<file path="src/rtl/core/tqfs_pkg.sv">
package tqfs_pkg;

  localparam logic [7:0] CH_TAB   = 8'h09;
  localparam logic [7:0] CH_NL    = 8'h0A;
  localparam logic [7:0] CH_QUOTE = 8'h22;
  localparam logic [7:0] CH_LEAD  = 8'hE2;
  localparam logic [7:0] CH_MID   = 8'h80;
  localparam logic [7:0] CH_OPEN  = 8'h9C;
  localparam logic [7:0] CH_CLOSE = 8'h9D;

  localparam logic [1:0] KIND_DATA    = 2'd0;
  localparam logic [1:0] KIND_FIELD   = 2'd1;
  localparam logic [1:0] KIND_RECORD  = 2'd2;
  localparam logic [1:0] KIND_UNTERM  = 2'd3;

  localparam logic [1:0] MATCH_NONE = 2'd0;
  localparam logic [1:0] MATCH_LEAD = 2'd1;
  localparam logic [1:0] MATCH_MID  = 2'd2;

  localparam int unsigned MAX_RES = 4;

  typedef struct packed {
    logic       quoted_mode;
    logic       quote_pending;
    logic [1:0] match_cnt;
    logic       line_open;
  } parse_st_t;

  typedef struct packed {
    parse_st_t             st;
    logic [2:0]            n;
    logic [MAX_RES-1:0][7:0] bytes;
    logic [MAX_RES-1:0][1:0] kinds;
  } work_t;

  function automatic work_t emit(input work_t w, input logic [7:0] b, input logic [1:0] k);
    work_t r;
    r = w;
    if (r.n < 3'(MAX_RES)) begin
      r.bytes[r.n[1:0]] = b;
      r.kinds[r.n[1:0]] = k;
      r.n = r.n + 3'd1;
    end
    return r;
  endfunction

  function automatic work_t feed_plain(input work_t w, input logic [7:0] c);
    work_t r;
    r = w;
    if (c == CH_QUOTE) begin
      r = emit(r, CH_QUOTE, KIND_DATA);
      r.st.quote_pending = !r.st.quote_pending;
      r.st.line_open = 1'b1;
    end else begin
      // A pending quote followed by anything else was a lone quote.
      if (r.st.quote_pending) begin
        r.st.quoted_mode = !r.st.quoted_mode;
        r.st.quote_pending = 1'b0;
      end
      if (c == CH_TAB && !r.st.quoted_mode) begin
        r = emit(r, 8'h00, KIND_FIELD);
        r.st.line_open = 1'b1;
      end else if (c == CH_NL && !r.st.quoted_mode) begin
        r = emit(r, 8'h00, KIND_RECORD);
        r.st.line_open = 1'b0;
      end else begin
        r = emit(r, c, KIND_DATA);
        r.st.line_open = 1'b1;
      end
    end
    return r;
  endfunction

  function automatic work_t feed_fresh(input work_t w, input logic [7:0] c);
    work_t r;
    r = w;
    if (c == CH_LEAD) begin
      r.st.match_cnt = MATCH_LEAD;
      r.st.line_open = 1'b1;
    end else begin
      r = feed_plain(r, c);
    end
    return r;
  endfunction

  function automatic work_t flush_held(input work_t w);
    work_t      r;
    logic [1:0] held;
    r = w;
    held = r.st.match_cnt;
    r.st.match_cnt = MATCH_NONE;
    if (held != MATCH_NONE) begin
      r = feed_plain(r, CH_LEAD);
    end
    if (held != MATCH_NONE && held != MATCH_LEAD) begin
      r = feed_plain(r, CH_MID);
    end
    return r;
  endfunction

  function automatic work_t parse_step(input parse_st_t s, input logic [7:0] c,
                                       input logic eos);
    work_t r;
    r = '0;
    r.st = s;
    case (s.match_cnt)
      MATCH_NONE: begin
        r = feed_fresh(r, c);
      end
      MATCH_LEAD: begin
        if (c == CH_MID) begin
          r.st.match_cnt = MATCH_MID;
        end else begin
          r = flush_held(r);
          r = feed_fresh(r, c);
        end
      end
      default: begin
        // A completed smart quote is a doubled pair, so it leaves the pending flag alone.
        if (c == CH_OPEN || c == CH_CLOSE) begin
          r.st.match_cnt = MATCH_NONE;
          r = emit(r, CH_QUOTE, KIND_DATA);
          r = emit(r, CH_QUOTE, KIND_DATA);
          r.st.line_open = 1'b1;
        end else begin
          r = flush_held(r);
          r = feed_fresh(r, c);
        end
      end
    endcase
    if (eos) begin
      r = flush_held(r);
      if (r.st.quote_pending) begin
        r.st.quoted_mode = !r.st.quoted_mode;
        r.st.quote_pending = 1'b0;
      end
      if (r.st.quoted_mode) begin
        r = emit(r, 8'h00, KIND_UNTERM);
      end else if (r.st.line_open) begin
        r = emit(r, 8'h00, KIND_RECORD);
      end
      r.st = '0;
    end
    return r;
  endfunction

endpackage

</file>
<file path="src/rtl/core/tsv_quoted_field_splitter_top.sv">
// Tab-separated field splitter with quote handling.
// Input channel: one text byte per transfer on in_byte, with in_end_of_stream
// marking the final byte of a file. Output channel: one result per transfer,
// out_kind telling a data byte, a field end, a record end or an unterminated
// record, and out_last_of_run flagging the last result caused by one byte.
// A byte may cause zero to four results; most cause exactly one.
// The accepted byte sits in an input register and is parsed in one pass into a
// four-entry result buffer once that buffer is free; results leave from there.
// Throughput is one byte per cycle while each byte gives at most one result and
// out_stall stays low; a byte with more than one result holds the result buffer
// until its last result transfers, and the input register takes one more byte
// meanwhile before in_stall rises.
// When out_stall is high the current result holds and the input backs up.
// Reset (rst_n low, synchronous) empties both registers and returns the parser
// to unquoted mode with no held bytes and no open line. After a byte marked
// end of stream the parser state likewise returns to its reset values.
module tsv_quoted_field_splitter_top (
  input  logic       clk,
  input  logic       rst_n,
  input  logic       in_valid,
  output logic       in_stall,
  input  logic [7:0] in_byte,
  input  logic       in_end_of_stream,
  output logic       out_valid,
  input  logic       out_stall,
  output logic [7:0] out_byte,
  output logic [1:0] out_kind,
  output logic       out_last_of_run
);

  logic                 inq_v_r;
  logic [7:0]           inq_byte_r;
  logic                 inq_eos_r;
  tqfs_pkg::parse_st_t  st_r;
  tqfs_pkg::work_t      work;
  logic [7:0]           res_byte_r [tqfs_pkg::MAX_RES];
  logic [1:0]           res_kind_r [tqfs_pkg::MAX_RES];
  logic [1:0]           pos_r;
  logic [2:0]           rem_r;
  logic                 buf_free;
  logic                 process;
  logic                 in_take;

  // The buffer frees up when it is empty or its last result transfers now.
  assign buf_free = (rem_r == 3'd0) || (rem_r == 3'd1 && !out_stall);
  assign process  = inq_v_r && buf_free;
  assign in_stall = inq_v_r && !process;
  assign in_take  = in_valid && !in_stall;

  always_comb begin
    work = tqfs_pkg::parse_step(st_r, inq_byte_r, inq_eos_r);
  end

  assign out_valid       = rem_r != 3'd0;
  assign out_byte        = res_byte_r[pos_r];
  assign out_kind        = res_kind_r[pos_r];
  assign out_last_of_run = rem_r == 3'd1;

  always_ff @(posedge clk) begin
    if (!rst_n) begin
      inq_v_r <= 1'b0;
      st_r    <= '0;
      rem_r   <= 3'd0;
      pos_r   <= 2'd0;
    end else begin
      if (in_take) begin
        inq_v_r <= 1'b1;
      end else if (process) begin
        inq_v_r <= 1'b0;
      end
      if (process) begin
        st_r  <= work.st;
        rem_r <= work.n;
        pos_r <= 2'd0;
      end else if (out_valid && !out_stall) begin
        rem_r <= rem_r - 3'd1;
        pos_r <= pos_r + 2'd1;
      end
    end
  end

  always_ff @(posedge clk) begin
    if (in_take) begin
      inq_byte_r <= in_byte;
      inq_eos_r  <= in_end_of_stream;
    end
    if (process) begin
      for (int i = 0; i < tqfs_pkg::MAX_RES; i++) begin
        res_byte_r[i] <= work.bytes[i];
        res_kind_r[i] <= work.kinds[i];
      end
    end
  end

endmodule
</file>
<file path="config.mk">
export PLATFORM = sky130hd
export DESIGN_NAME = tsv_quoted_field_splitter_top
export DESIGN_NICKNAME = d
export VERILOG_FILES = /design/src/rtl/core/tqfs_pkg.sv /design/src/rtl/core/tsv_quoted_field_splitter_top.sv
export SDC_FILE = /design/constraint.sdc
export NUM_CORES = 1
export LEC_CHECK = 0
export ABC_AREA = 1
export ABC_CLOCK_PERIOD_IN_PS = 5200
export BUFFER_PORTS_ARGS = -buffer_cell sky130_fd_sc_hd__buf_2
export CELL_PAD_IN_SITES_DETAIL_PLACEMENT = 2
export CELL_PAD_IN_SITES_GLOBAL_PLACEMENT = 2
export CORE_MARGIN = 5
export CORE_UTILIZATION = 40
export DETAILED_ROUTE_END_ITERATION = 7
export PLACE_DENSITY_LB_ADDON = 0.1
export SETUP_SLACK_MARGIN = 0.2
export SLEW_MARGIN = 20
export SYNTH_ARGS = -nofsm -noshare
export SYNTH_HDL_FRONTEND = slang
export SYNTH_SLANG_ARGS = --single-unit
</file>
<file path="constraint.sdc">
create_clock -name clk -period 5.2 [get_ports clk]
set_input_delay 0.52 -clock clk [delete_from_list [all_inputs] [get_ports clk]]
set_output_delay 0.52 -clock clk [all_outputs]
set_load 0.01 [all_outputs]
</file>
==> metrics.md <==
| Metric | Value |
|---|---|
| Unrepaired setup endpoints after global routing | `no` |
| Post-synthesis sequential area ratio | `52.5%` |
| Final hold vios | `0` |
| Total global routing track utilization | `21.6%` |
| Path depth of the worst reg2reg path | `14` |
| Setup WS pre-CTS | `2.45 ns` |
| Top post-synthesis cells by area | `edfxtp_1 (45%), dfxtp_1 (7.4%), nor2_1 (7.0%)` |
| CTS Buf Count | `9` |
| Postcts setup bufs | `0` |
| Final WS setup | `2.40 ns` |
| Root buffer cell | `clkbuf_8` |
| Register bit total from synthesis | `61` |
| DIE AREA | `10,100 um2` |
| Share of cells above drive strength 1 | `19.6%` |
| Largest net degree at the start of global routing | `43` |
| Slew HR | `57.9%` |
| Crit Reg-Reg Startpoint | `inq_byte_r[6]$_DFFE_PP_` |
| Count of cell types in the netlist | `35` |
| IO Count | `26` |
| Leakage | `1.56 nW` |
| Post-Syn Instances | `365` |
| Top-area cell type share of the netlist area | `45.1%` |
| Via Count | `2,677` |
| Clock skew | `0.00913 ns` |
| CTS tree | `yes` |
| VDD IR max | `0.143 mV` |
| Setup crit end | `res_byte_r[1][6]$_DFFE_PP_` |
| Critical path endpoint category | `flop` |
| Post-CTS Resized | `0` |
| Mapped Avg Cell Area | `8.93 um2` |
| GRT Residual Overflow | `0` |
| CP required | `5.27 ns` |
| F_max | `357 MHz` |
| Worst setup startpoint | `inq_byte_r[6]$_DFFE_PP_` |
| Bufs on Longest Clock Path | `2` |
| Clk slew on worst S/H paths | `0.07 ns` |
| Drt pass-1 iters | `4` |
| R2r endpoint | `res_byte_r[1][6]$_DFFE_PP_` |
| Worst Hold Class | `input port to flop` |
| DR DRC count | `0` |
| Worst-path fanout max | `9` |
| Syn. warnings | `0` |
| Post-Route WL | `9.99 mm` |
| Area leader, netlist | `edfxtp_1` |
| Hold_buf cts | `0` |
| Final Cell Area | `3710 um2` |
| # diodes | `0` |
| PD cells | `426 nW/um2` |
| TNS Setup | `0 ns` |
| Detailed placement HPWL | `7.39 mm` |
| Critical path data arrival time | `2.87 ns` |
| Final nets | `418` |
| First-pass GRT wire length | `16.4 mm` |
| Max Cap Violations | `0` |
| Worst Tran Pin Value | `0.631 ns` |
| Min Tclk post-route | `2.80 ns` |
| DR iter-0 viols | `80` |
| # port buffers | `25` |
| Slack of the worst reg-to-reg path | `2.40 ns` |
| Core box area | `8090 um2` |
| Critical path class | `flop to flop` |
| Core Rows | `33` |
| CTS H-tree depth | `3` |
| Most frequent cells in the layout | `nor2_1 (61), nand2_1 (53), edfxtp_1 (49), inv_1 (41), o21ai_0 (32)` |
| Commonest non-fill, non-tap cell in the layout | `nor2_1` |
| Max Slew Vio Count | `0` |
| Final Cycle Share | `53.8%` |
| Total clock sinks | `61` |
| Clk_lat worst skew | `0.34 ns` |
| Die X | `100 um` |
| Vias in the first global route | `3,004` |
| Avg Vias per Cell | `5.27` |
| Status | `finished clean` |
| Setup Viol. Count Final | `0` |
| Antenna violations before repair | `0` |
| Kind of start point of the critical path | `flop` |
| Average wire per standard cell | `19.7 um` |
| Synth Cell Area | `3260 um2` |
| Final ANT Viol Nets | `0` |
| DP Area | `3510 um2` |
| Placer Congestion | `0.821` |
| Die Y | `100 um` |
| Area grow syn2layout | `13.9%` |
| Starting Density | `40.3%` |
logic make-up after synthesis:
| logic type | after synthesis | synth area share (%) |
|---|---|---|
| compound gates | 72 | 13.1 |
| other cells | 1 | 0.115 |
| simple gates | 163 | 24.0 |
| xor+xnor | 3 | 0.806 |
| fa+ha+maj | 7 | 2.69 |
| flops | 61 | 52.5 |
| buf+inv | 58 | 6.76 |
critical path, cell delays in order, from the launching register on:
cell and delay [ns]:
edfxtp_1 0.54, nand2_1 0.15, nor2_2 0.06, nand2_4 0.13, nand3_1 0.25, nand2_1 0.24, inv_1 0.09, ha_1 0.30
inv_1 0.05, o211ai_2 0.08, nand2_1 0.11, nor2_1 0.13, nand3_1 0.13, nand2_1 0.15, o22ai_1 0.10
cell usage after synthesis:
cell	n
o211ai_2	1
nor3_2	1
nor2_1	61
nand2_4	5
nor3b_1	3
nand3b_4	1
inv_2	9
nor4_1	1
o22ai_2	1
o21bai_2	1
inv_1	41
ha_1	7
nand2_2	6
a21oi_2	2
nor2_4	3
nand3_1	17
buf_2	2
edfxtp_1	49
clkbuf_1	6
nand2_1	53
nor3_1	2
a21boi_1	1
o2111ai_1	1
conb_1	1
nand3_2	3
o21ai_0	32
a21boi_0	1
nor2_2	4
o211ai_1	4
dfxtp_1	12
xor2_1	3
a21oi_1	12
nand4_1	3
o22ai_1	15
o21ai_1	1
metrics by stage:
step	std cells	power [mW]	hold slack (ns)	utilization [%]
detailed placement	492	1.16	0.511	43.4
floorplan	368	0.985	0.481	-
finish	508	1.58	0.353	45.9
global route	508	1.69	0.334	45.9
CTS	508	1.61	0.338	45.9
global placement	492	1.13	0.510	43.4
how the worst min path moves through the flow:
stage	slack [ns]	depth (start not counted)	from	to
after global routing	0.33	1	in_byte[7]	inq_byte_r[7]$_DFFE_PP_
final	0.35	1	in_byte[1]	inq_byte_r[1]$_DFFE_PP_
after floorplan	0.48	2	st_r[4]$_SDFFE_PN0P_	st_r[4]$_SDFFE_PN0P_
after detailed placement	0.51	2	st_r[4]$_SDFFE_PN0P_	st_r[4]$_SDFFE_PN0P_
after global placement	0.51	2	st_r[4]$_SDFFE_PN0P_	st_r[4]$_SDFFE_PN0P_
after CTS	0.34	1	in_byte[1]	inq_byte_r[1]$_DFFE_PP_
cell type report:
type | count | area (um2)
Multi-Input combinational cell | 249 | 1340
Clock buffer | 12 | 155
Fill cell | 912 | 4380
Sequential cell | 61 | 1710
Tap cell | 105 | 131
Clock inverter | 4 | 47.5
Inverter | 50 | 188
Timing Repair Buffer | 27 | 140
layer usage:
layer | vias up | part of all wire, % | track usage [%]
met5 | - | 0 | 0
met4 | 0 | 1.2 | 5.28
met3 | 8 | 2.9 | 4.03
met2 | 41 | 51 | 37.6
met1 | 1335 | 45 | 27.6
li1 | 1293 | - | -
power breakdown:
group | total (mW) | switching [mW] | internal (mW)
combinational | 0.448 | 0.309 | 0.139
sequential | 0.701 | 0.0520 | 0.649
clock | 0.434 | 0.188 | 0.246
total | 1.58 | 0.549 | 1.03
flip-flops by register name, indices dropped and copies added (netlist names), named ones only:
register	flops
inq_byte_r	8
inq_eos_r	1
inq_v_r	1
pos_r	2
rem_r	3
res_byte_r	32
res_kind_r	8
st_r	4
Note: power is estimated with default switching activity, not from simulation.
